`src/design/ordered_key_set_table_defines.svh`:
```
// assertion macros for the ordered key set table
// used by the top level; expects signals named clk and rst_n in scope
`ifndef ORDERED_KEY_SET_TABLE_DEFINES_SVH
`define ORDERED_KEY_SET_TABLE_DEFINES_SVH

// same-cycle implication, disabled during reset
`define OKST_ASSERT_IMP(label, ante, cons) \
    label: assert property (@(posedge clk) disable iff (!rst_n) (ante) |-> (cons)) \
        else $error("ordered_key_set_table: assertion failed");

// next-cycle implication, disabled during reset
`define OKST_ASSERT_NXT(label, ante, cons) \
    label: assert property (@(posedge clk) disable iff (!rst_n) (ante) |=> (cons)) \
        else $error("ordered_key_set_table: assertion failed");

`endif

```
`src/design/okst_pkg.sv`:
```
// shared types and constants of the ordered key set table
// no dependencies; imported by the controller, the datapath and the top level
package okst_pkg;

    localparam int CAPACITY_DEF = 64;
    localparam int KEY_BITS_DEF = 32;

    localparam int LIMIT_W = 7;
    localparam logic [LIMIT_W-1:0] LIMIT_RESET = 7'd64;

    localparam int OP_W    = 2;
    localparam int POS_W   = 6;
    localparam int COUNT_W = 7;
    localparam int OUT_W   = 16;

    typedef logic [OP_W-1:0] op_t;

    localparam op_t OP_LOOKUP         = 2'd0;
    localparam op_t OP_INSERT         = 2'd1;
    localparam op_t OP_REMOVE_SWAP    = 2'd2;
    localparam op_t OP_REMOVE_ORDERED = 2'd3;

    // commands from controller to datapath
    typedef struct packed {
        logic load;
        logic cmp_en;
        logic rd;
        logic rd_last;
        logic ptr_from_hit;
        logic wr_append;
        logic wr_swap;
        logic wr_shift;
        logic cnt_dec;
        logic set_full;
        logic res_load;
    } okst_cmd_t;

    // status from datapath to controller
    typedef struct packed {
        op_t  op;
        logic hit;
        logic cmp_hit;
        logic rv;
        logic ptr_lt_used;
        logic at_full;
        logic hit_is_last;
        logic out_free;
    } okst_sts_t;

endpackage

```
`src/design/okst_ctrl.sv`:
```
// controller state machine of the ordered key set table
// depends on okst_pkg; drives the datapath through okst_cmd_t
module okst_ctrl (
    input  logic                clk,
    input  logic                rst_n,
    input  logic                s_tvalid,
    output logic                s_tready,
    output okst_pkg::okst_cmd_t cmd,
    input  okst_pkg::okst_sts_t sts
);
    import okst_pkg::*;

    localparam logic [2:0] ST_IDLE  = 3'd0;
    localparam logic [2:0] ST_SCAN  = 3'd1;
    localparam logic [2:0] ST_OP    = 3'd2;
    localparam logic [2:0] ST_SWAP  = 3'd3;
    localparam logic [2:0] ST_SHIFT = 3'd4;
    localparam logic [2:0] ST_FIN   = 3'd5;

    logic [2:0] state_reg;
    logic [2:0] state_next;

    assign s_tready = (state_reg == ST_IDLE);

    always_comb
    begin
        cmd        = '0;
        state_next = state_reg;
        unique case (state_reg)
            ST_IDLE:
            begin
                if (s_tvalid)
                begin
                    cmd.load   = 1'b1;
                    state_next = ST_SCAN;
                end
            end
            ST_SCAN:
            begin
                // one read issued per cycle; the compare works on the registered read data
                cmd.cmp_en = 1'b1;
                if (sts.cmp_hit || !sts.ptr_lt_used)
                begin
                    state_next = ST_OP;
                end
                else
                begin
                    cmd.rd = 1'b1;
                end
            end
            ST_OP:
            begin
                state_next = ST_FIN;
                case (sts.op)
                    OP_INSERT:
                    begin
                        if (!sts.hit)
                        begin
                            if (sts.at_full)
                            begin
                                cmd.set_full = 1'b1;
                            end
                            else
                            begin
                                cmd.wr_append = 1'b1;
                            end
                        end
                    end
                    OP_REMOVE_SWAP:
                    begin
                        if (sts.hit)
                        begin
                            if (sts.hit_is_last)
                            begin
                                cmd.cnt_dec = 1'b1;
                            end
                            else
                            begin
                                cmd.rd_last = 1'b1;
                                state_next  = ST_SWAP;
                            end
                        end
                    end
                    OP_REMOVE_ORDERED:
                    begin
                        if (sts.hit)
                        begin
                            cmd.ptr_from_hit = 1'b1;
                            state_next       = ST_SHIFT;
                        end
                    end
                    default:
                    begin
                        state_next = ST_FIN;
                    end
                endcase
            end
            ST_SWAP:
            begin
                cmd.wr_swap = 1'b1;
                cmd.cnt_dec = 1'b1;
                state_next  = ST_FIN;
            end
            ST_SHIFT:
            begin
                // write back the entry read last cycle one slot lower
                if (sts.rv)
                begin
                    cmd.wr_shift = 1'b1;
                end
                if (sts.ptr_lt_used)
                begin
                    cmd.rd = 1'b1;
                end
                else
                begin
                    cmd.cnt_dec = 1'b1;
                    state_next  = ST_FIN;
                end
            end
            ST_FIN:
            begin
                if (sts.out_free)
                begin
                    cmd.res_load = 1'b1;
                    state_next   = ST_IDLE;
                end
            end
            default:
            begin
                state_next = ST_IDLE;
            end
        endcase
    end

    always_ff @(posedge clk or negedge rst_n)
    begin
        if (!rst_n)
        begin
            state_reg <= ST_IDLE;
        end
        else
        begin
            state_reg <= state_next;
        end
    end

endmodule

```
`src/design/okst_datapath.sv`:
```
// datapath of the ordered key set table: key memory, scan pointer, count,
// limit register and output register; depends on okst_pkg
module okst_datapath #(
    parameter int CAPACITY = okst_pkg::CAPACITY_DEF,
    parameter int KEY_BITS = okst_pkg::KEY_BITS_DEF
) (
    input  logic                        clk,
    input  logic                        rst_n,
    input  logic                        cfg_valid,
    input  logic [okst_pkg::LIMIT_W-1:0] cfg_data,
    input  logic [KEY_BITS-1:0]         in_key,
    input  okst_pkg::op_t               in_op,
    input  logic                        m_tready,
    output logic                        m_tvalid,
    output logic [okst_pkg::OUT_W-1:0]  m_tdata,
    input  okst_pkg::okst_cmd_t         cmd,
    output okst_pkg::okst_sts_t         sts
);
    import okst_pkg::*;

    localparam int IDX_W = $clog2(CAPACITY);
    localparam int CNT_W = $clog2(CAPACITY + 1);
    localparam int CMP_W = (CNT_W > LIMIT_W) ? CNT_W : LIMIT_W;
    localparam int PX_W  = (IDX_W > POS_W) ? IDX_W : POS_W;

    logic [KEY_BITS-1:0] mem [CAPACITY];
    logic [KEY_BITS-1:0] rdata_reg;
    logic [KEY_BITS-1:0] key_reg;
    op_t                 op_reg;
    logic [CNT_W-1:0]    used_reg;
    logic [CNT_W-1:0]    used_next;
    logic [CNT_W-1:0]    ptr_reg;
    logic [CNT_W-1:0]    ptr_next;
    logic [CNT_W-1:0]    used_m1;
    logic                rv_reg;
    logic [IDX_W-1:0]    rptr_reg;
    logic                hit_reg;
    logic [IDX_W-1:0]    pos_reg;
    logic                full_reg;
    logic [LIMIT_W-1:0]  limit_reg;
    logic                m_tvalid_reg;
    logic [OUT_W-1:0]    m_tdata_reg;

    logic [IDX_W-1:0]    raddr;
    logic [IDX_W-1:0]    waddr;
    logic [KEY_BITS-1:0] wdata;
    logic                we;
    logic                cmp_hit;
    logic [CMP_W-1:0]    used_ext;
    logic [PX_W-1:0]     pos_ext;

    assign used_m1 = used_reg - CNT_W'(1);
    assign raddr   = cmd.rd_last ? used_m1[IDX_W-1:0] : ptr_reg[IDX_W-1:0];
    assign we      = cmd.wr_append || cmd.wr_swap || cmd.wr_shift;
    assign wdata   = cmd.wr_append ? key_reg : rdata_reg;

    always_comb
    begin
        if (cmd.wr_append)
        begin
            waddr = used_reg[IDX_W-1:0];
        end
        else if (cmd.wr_swap)
        begin
            waddr = pos_reg;
        end
        else
        begin
            waddr = rptr_reg - IDX_W'(1);
        end
    end

    always_ff @(posedge clk)
    begin
        if (cmd.rd || cmd.rd_last)
        begin
            rdata_reg <= mem[raddr];
        end
        if (we)
        begin
            mem[waddr] <= wdata;
        end
    end

    assign cmp_hit  = rv_reg && (rdata_reg == key_reg);
    assign used_ext = CMP_W'(used_reg);
    assign pos_ext  = PX_W'(pos_reg);

    always_comb
    begin
        used_next = used_reg;
        if (cmd.wr_append)
        begin
            used_next = used_reg + CNT_W'(1);
        end
        else if (cmd.cnt_dec)
        begin
            used_next = used_m1;
        end
    end

    always_comb
    begin
        ptr_next = ptr_reg;
        if (cmd.load)
        begin
            ptr_next = '0;
        end
        else if (cmd.ptr_from_hit)
        begin
            ptr_next = CNT_W'(pos_reg) + CNT_W'(1);
        end
        else if (cmd.rd)
        begin
            ptr_next = ptr_reg + CNT_W'(1);
        end
    end

    always_ff @(posedge clk)
    begin
        if (cmd.load)
        begin
            key_reg <= in_key;
            op_reg  <= in_op;
        end
        if (cmd.res_load)
        begin
            m_tdata_reg <= {1'b0, used_ext[COUNT_W-1:0], full_reg,
                            pos_ext[POS_W-1:0], hit_reg};
        end
    end

    always_ff @(posedge clk or negedge rst_n)
    begin
        if (!rst_n)
        begin
            used_reg     <= '0;
            ptr_reg      <= '0;
            rv_reg       <= 1'b0;
            rptr_reg     <= '0;
            hit_reg      <= 1'b0;
            pos_reg      <= '0;
            full_reg     <= 1'b0;
            limit_reg    <= LIMIT_RESET;
            m_tvalid_reg <= 1'b0;
        end
        else
        begin
            used_reg <= used_next;
            ptr_reg  <= ptr_next;
            rv_reg   <= cmd.rd || cmd.rd_last;
            rptr_reg <= raddr;
            if (cfg_valid)
            begin
                limit_reg <= cfg_data;
            end
            if (cmd.load)
            begin
                hit_reg  <= 1'b0;
                pos_reg  <= '0;
                full_reg <= 1'b0;
            end
            else
            begin
                if (cmd.cmp_en && cmp_hit)
                begin
                    hit_reg <= 1'b1;
                    pos_reg <= rptr_reg;
                end
                else if (cmd.wr_append)
                begin
                    pos_reg <= used_reg[IDX_W-1:0];
                end
                if (cmd.set_full)
                begin
                    full_reg <= 1'b1;
                end
            end
            if (cmd.res_load)
            begin
                m_tvalid_reg <= 1'b1;
            end
            else if (m_tready)
            begin
                m_tvalid_reg <= 1'b0;
            end
        end
    end

    assign sts.op          = op_reg;
    assign sts.hit         = hit_reg;
    assign sts.cmp_hit     = cmp_hit;
    assign sts.rv          = rv_reg;
    assign sts.ptr_lt_used = (ptr_reg < used_reg);
    // limit above the store size acts as the store size
    assign sts.at_full     = (used_ext >= CMP_W'(CAPACITY)) ||
                             (used_ext >= CMP_W'(limit_reg));
    assign sts.hit_is_last = ((CNT_W'(pos_reg) + CNT_W'(1)) == used_reg);
    assign sts.out_free    = !m_tvalid_reg || m_tready;

    assign m_tvalid = m_tvalid_reg;
    assign m_tdata  = m_tdata_reg;

endmodule

```
`src/design/ordered_key_set_table.sv`:
```
// Ordered key set table. Holds up to CAPACITY distinct keys densely in
// a single-port-write, single-port-read memory; an insert appends, an ordered
// remove keeps the order and a swap remove moves the last key into the gap.
// Each request (op in s_tuser, key in s_tdata) gives one result. The controller
// handles one request at a time; the memory read port sets the pace, one stored
// key per cycle. A swap remove of a key other than the last adds a swap step,
// and an ordered remove shifts every later key down one slot. A new request is
// taken while the previous result still waits on the output register.
// The key store has no reset; only entries below the count are ever read.
`include "ordered_key_set_table_defines.svh"

module ordered_key_set_table #(
    parameter  int CAPACITY = okst_pkg::CAPACITY_DEF,
    parameter  int KEY_BITS = okst_pkg::KEY_BITS_DEF,
    localparam int TDATA_W  = ((KEY_BITS + 7) / 8) * 8
) (
    input  logic                         clk,
    input  logic                         rst_n,
    input  logic                         cfg_valid,
    output logic                         cfg_ready,
    input  logic [okst_pkg::LIMIT_W-1:0] cfg_data,   // capacity_limit
    input  logic                         s_tvalid,
    output logic                         s_tready,
    input  logic [TDATA_W-1:0]           s_tdata,    // key, zero pad
    input  logic [okst_pkg::OP_W-1:0]    s_tuser,    // op
    output logic                         m_tvalid,
    input  logic                         m_tready,
    // found, position[5:0], full_res, entry_count[6:0], zero pad
    output logic [okst_pkg::OUT_W-1:0]   m_tdata
);
    import okst_pkg::*;

    okst_cmd_t cmd;
    okst_sts_t sts;

    assign cfg_ready = 1'b1;

    okst_ctrl u_ctrl (
        .clk      (clk),
        .rst_n    (rst_n),
        .s_tvalid (s_tvalid),
        .s_tready (s_tready),
        .cmd      (cmd),
        .sts      (sts)
    );

    okst_datapath #(
        .CAPACITY (CAPACITY),
        .KEY_BITS (KEY_BITS)
    ) u_datapath (
        .clk       (clk),
        .rst_n     (rst_n),
        .cfg_valid (cfg_valid),
        .cfg_data  (cfg_data),
        .in_key    (s_tdata[KEY_BITS-1:0]),
        .in_op     (s_tuser),
        .m_tready  (m_tready),
        .m_tvalid  (m_tvalid),
        .m_tdata   (m_tdata),
        .cmd       (cmd),
        .sts       (sts)
    );

    // one request in flight at a time
    `OKST_ASSERT_NXT(a_busy_after_accept, s_tvalid && s_tready, !s_tready)
    // append only below the limit
    `OKST_ASSERT_IMP(a_append_not_full, cmd.wr_append, !sts.at_full)
    // the count drops only for a key that was found
    `OKST_ASSERT_IMP(a_dec_needs_hit, cmd.cnt_dec, sts.hit)
    // a waiting result is never overwritten
    `OKST_ASSERT_IMP(a_result_slot_free, cmd.res_load, !m_tvalid || m_tready)

endmodule
```
`config.mk`:
```
export PLATFORM = sky130hd
export DESIGN_NAME = ordered_key_set_table
export DESIGN_NICKNAME = d
export VERILOG_FILES = /design/src/design/okst_pkg.sv /design/src/design/okst_ctrl.sv /design/src/design/okst_datapath.sv /design/src/design/ordered_key_set_table.sv
export VERILOG_INCLUDE_DIRS = /design/src /design/src/design
export SDC_FILE = /design/constraint.sdc
export NUM_CORES = 2
export LEC_CHECK = 0
export BUFFER_PORTS_ARGS = -buffer_cell sky130_fd_sc_hd__buf_2
export CAP_MARGIN = 25
export CELL_PAD_IN_SITES_DETAIL_PLACEMENT = 1
export CELL_PAD_IN_SITES_GLOBAL_PLACEMENT = 2
export CORE_ASPECT_RATIO = 0.75
export CORE_MARGIN = 1
export CORE_UTILIZATION = 50
export DETAILED_ROUTE_END_ITERATION = 10
export PLACE_DENSITY_LB_ADDON = 0.1
export SYNTH_ARGS = -nofsm -noshare
export SYNTH_HDL_FRONTEND = slang
export SYNTH_SLANG_ARGS = --single-unit
```
`constraint.sdc`:
```
create_clock -name clk -period 7.99 [get_ports clk]
set_clock_uncertainty 0.2 [all_clocks]
set_input_delay 2.397 -clock clk [delete_from_list [all_inputs] [get_ports clk]]
set_output_delay 2.397 -clock clk [all_outputs]
set_load 0.02 [all_outputs]
```
==> reports/results.md <==
| Result | Reported | Unit |
|:---|:---|:---|
| Total Power | 35700 | µW |
| Top cells by count, synth | sky130_fd_sc_hd__edfxtp_1, sky130_fd_sc_hd__nand2_1, sky130_fd_sc_hd__nand3_1, sky130_fd_sc_hd__mux2i_1, sky130_fd_sc_hd__a32oi_1 | - |
| Critical-path top delay cell | sky130_fd_sc_hd__dfrtp_1 | - |
| Global-route wire length before repair | 390000 | µm |
| Cell area after technology mapping | 85200 | µm² |
| Standard-cell row count | 130 | - |
| Slew @ Worst Pin | 1100 | ps |
| Most used cell along the critical path | sky130_fd_sc_hd__buf_4 | - |
| Min-Delay Path Depth | 0 | - |
| Total number of vias | 52400 | - |
| Number of clock sinks | 2169 | - |
| Residual antenna-violating net count after detailed routing | 0 | - |
| Largest register FFs | 2048 | - |
| Layout overhead on the synthesized area | 11.9 | % |
| Internal Dissipation | 22500 | µW |
| Final critical delay including setup and external delays | 5790 | ps |
| H-tree depth | 4 | - |
| Initial antenna violation count | 8 | - |
| Total wire length | 272000 | µm |
| Top cells by area, synth | sky130_fd_sc_hd__edfxtp_1, sky130_fd_sc_hd__nand2_1, sky130_fd_sc_hd__mux2i_1 | - |
| Result of the run | completed | - |
| CP max FO | 59 | - |
| TritonCTS clock tree | yes | - |
| Maximum number of pins on one net before global-route repair | 165 | - |
| Synth Net Count | 5886 | - |
| Area of the core region | 168000 | µm² |
| Boundary pin count | 65 | - |
| Worst R2R Path Depth | 11 | - |
| Initial standard-cell utilization of the core | 50.6 | % |
| Post-DP HPWL | 164000 | µm |
| Cts-stage hold buffer count | 0 | - |
| Worst Setup Start Kind | flop | - |
| Static Leakage | 0.0320 | µW |
| Clock root cell | sky130_fd_sc_hd__clkbuf_16 | - |
| Most frequently used cell type in the post-synthesis netlist | sky130_fd_sc_hd__edfxtp_1 | - |
| Relative max-transition margin | 25.8 | % |
| Part of the cycle the worst path needs | 72.5 | % |
| Max-capacitance violation count | 0 | - |
| Sum of buffers and inverters on the critical path | 3 | - |
| Final-layout fill cell count | 15600 | - |
| Unrepaired setup endpoints after global routing | no | - |
| Class of the most critical setup path | flop to flop | - |
| Wirelength per Cell | 32.7 | µm |
| Vias in the first global route | 52200 | - |
| Clock network latency to the later pin of the worst-skew pair | 830 | ps |
| CTS max path bufs | 3 | - |
| Final weighted congestion in routability-driven placement | 0.847 | - |
| Die extent in y | 360 | µm |
| Delay of the slowest cell on the worst path | 800 | ps |
| Syn. warnings | 0 | - |
| Startpoint of the most critical hold path | u_datapath.full_reg | - |
| Area enclosed by the die boundary | 172000 | µm² |
| Final Max Tran Viols | 0 | - |
| Register-to-register setup slack | 2200 | ps |
| Unique cell type count in the Yosys netlist | 72 | - |
| Count of endpoints failing setup in the final report | 0 | - |
| Power Dens Cells | 374 | nW/µm² |
| Reg-to-reg endpoint | u_datapath.rdata_reg[22] | - |
| Fraction of layout instances using a drive strength above 1 | 10.4 | % |
| Sw frac | 36.8 | % |
| Number of port buffers | 62 | - |
| Seq pwr share | 42.3 | % |
| Min Hold Slack | 284 | ps |
| Nets@finish | 5971 | - |
| Via/cell ratio | 6.29 | - |
| Worst hold path class | flop to flop | - |
| Endpoint with the worst hold slack | u_datapath.m_tdata[7] | - |
| Req. time, crit path | 8460 | ps |
| Num CTS Buffers | 205 | - |
| Gate count after technology mapping | 5821 | - |
| Clock slew seen by the registers of the worst setup and hold paths | 70 | ps |
| Count of flip-flops with a built-in enable after synthesis | 2129 | - |
| Sequential fraction of the synthesis area | 76.2 | % |
| Critical path data arrival time | 6270 | ps |
| Initial DRC count | 6186 | - |
| CP endpoint kind | flop | - |
| Async set or reset register ratio after synthesis | 1.84 | % |
| Sw power | 13100 | µW |
| # resized after CTS | 0 | - |
| Cell taking the most area after synthesis | sky130_fd_sc_hd__edfxtp_1 | - |
| Clock Power Share | 26.5 | % |
| Die W | 479 | µm |
| Flip-flop cell with the highest count after synthesis | sky130_fd_sc_hd__edfxtp_1 | - |
| Peak VDD IR | 0.307 | mV |
| Area share of the largest cell type after synthesis | 75.0 | % |
| Aggregate negative setup slack | 0 | ps |
| Hold Violations, Final | 0 | - |
| Avg Cell Area, Syn | 14.6 | µm² |
| Worst R2R Start | u_datapath.used_ext[2] | - |
| Buffers inserted during post-CTS setup optimization | 0 | - |
| Crit path from | u_datapath.used_ext[2] | - |
| Residual overflow from global routing | 0 | - |
| Drt pass-1 iters | 5 | - |
| Global-route total usage across every layer | 31.6 | % |
| Number of remaining DRC errors | 0 | - |
| Fraction of power consumed by combinational cells | 31.2 | % |
| Critical-path cell list | inv_1 -> o211a_2 -> o32a_4 -> o31ai_1 -> a21boi_4 -> buf_4 -> buf_4 -> mux2i_1 -> a221oi_1 -> a22oi_1 -> nand4_1 | - |
| Dominant delay contributor by cell family on the critical path | compound AO/OA/AOI/OAI gates | - |
| Peak clock frequency supported by timing | 173 | MHz |
| Number of flip-flops and latches in the synthesized netlist | 2169 | - |
-- worst max path at each step --
| stage | end | slack, ps | cells past startpoint |
|---|---|---|---|
| finish | u_datapath.rdata_reg[22] | 2200 | 11 |
| global route | u_datapath.rdata_reg[10] | 1980 | 14 |
| CTS | u_datapath.mem[21][0] | 1990 | 13 |
| detailed placement | u_datapath.mem[41][8] | 2010 | 13 |
| global placement | u_datapath.mem[21][29] | 2130 | 13 |
| floorplan | u_datapath.mem[16][0] | 2680 | 14 |
-- power groups by stage --
stage          logic (µW)  registers (µW)  clock network [µW]
6_report            11100           15100                9450
2_1_floorplan        6260           15100                   0
3_5_place_dp        11000           15300                   0
5_1_grt             11700           15100                9960
4_1_cts             11100           15100                9560
3_3_place_gp        10800           15300                   0
-- cells by family after synthesis --
family / count (synthesis) / synth area share, %
compound gates: 466 / 4.43
flops: 2169 / 76.2
other cells: 2 / 0.00881
buf+inv: 385 / 2.12
simple gates: 2369 / 12.2
xor+xnor: 61 / 0.627
mux: 350 / 4.18
fa+ha+maj: 19 / 0.279
-- worst reg2reg max path: cells and delay by family (launching register included) --
kind | cells | cell delay, ps
multiplexers | 1 | 310
AO/OA/AOI/OAI | 6 | 2690
AND/OR/NAND/NOR | 1 | 180
buffers and inverters | 3 | 1470
flip-flops | 1 | 800
-- metrics by stage --
stage,cell area [µm²],std cells,utilization (%),setup slack [ps]
after detailed placement,89000,7940,52.9,2010
after global routing,95400,8323,56.7,1980
after global placement,88800,7927,52.7,2130
final,95400,8325,56.7,2200
after CTS,95400,8319,56.7,1990
after floorplan,85200,5821,-,2680
-- cell usage in the layout, fill, tap and decap left out, drive strengths merged, types with 10 or more instances in the layout --
master,n
a31oi,45
mux2i,312
inv,30
nand2b,10
xnor2,23
ha,19
nor3,12
buf,236
and4,30
a21oi,41
edfxtp,2129
mux2,38
nand2,1475
nor2,127
or2,11
nor4,12
xor2,38
a211oi,12
o21ai,19
clkbuf,277
dfrtp,39
nand4,222
clkinv,88
a32oi,291
and3,32
nand3,413
-- per-layer routing --
metal | track usage [%] | up-vias | share of wire (%)
met2 | 49.4 | 2078 | 47
met4 | 9.41 | 2 | 2.9
met3 | 4.32 | 341 | 6.9
li1 | - | 22300 | -
met1 | 46.2 | 27700 | 43
met5 | 0 | - | 0.0040
-- layout make-up --
cell class | count | area (µm²) | area share (%)
flip-flops and latches | 2169 | 64900 | 68.1
multi-input cells | 3267 | 19100 | 20.0
clock buffers | 277 | 5690 | 5.96
well taps | 2244 | 2810 | 2.94
repair buffers | 236 | 2060 | 2.16
clock inverters | 102 | 674 | 0.707
inverters | 27 | 118 | 0.123
diodes | 3 | 7.51 | 0.00787
No activity file was read; power rests on OpenSTA's default activity.
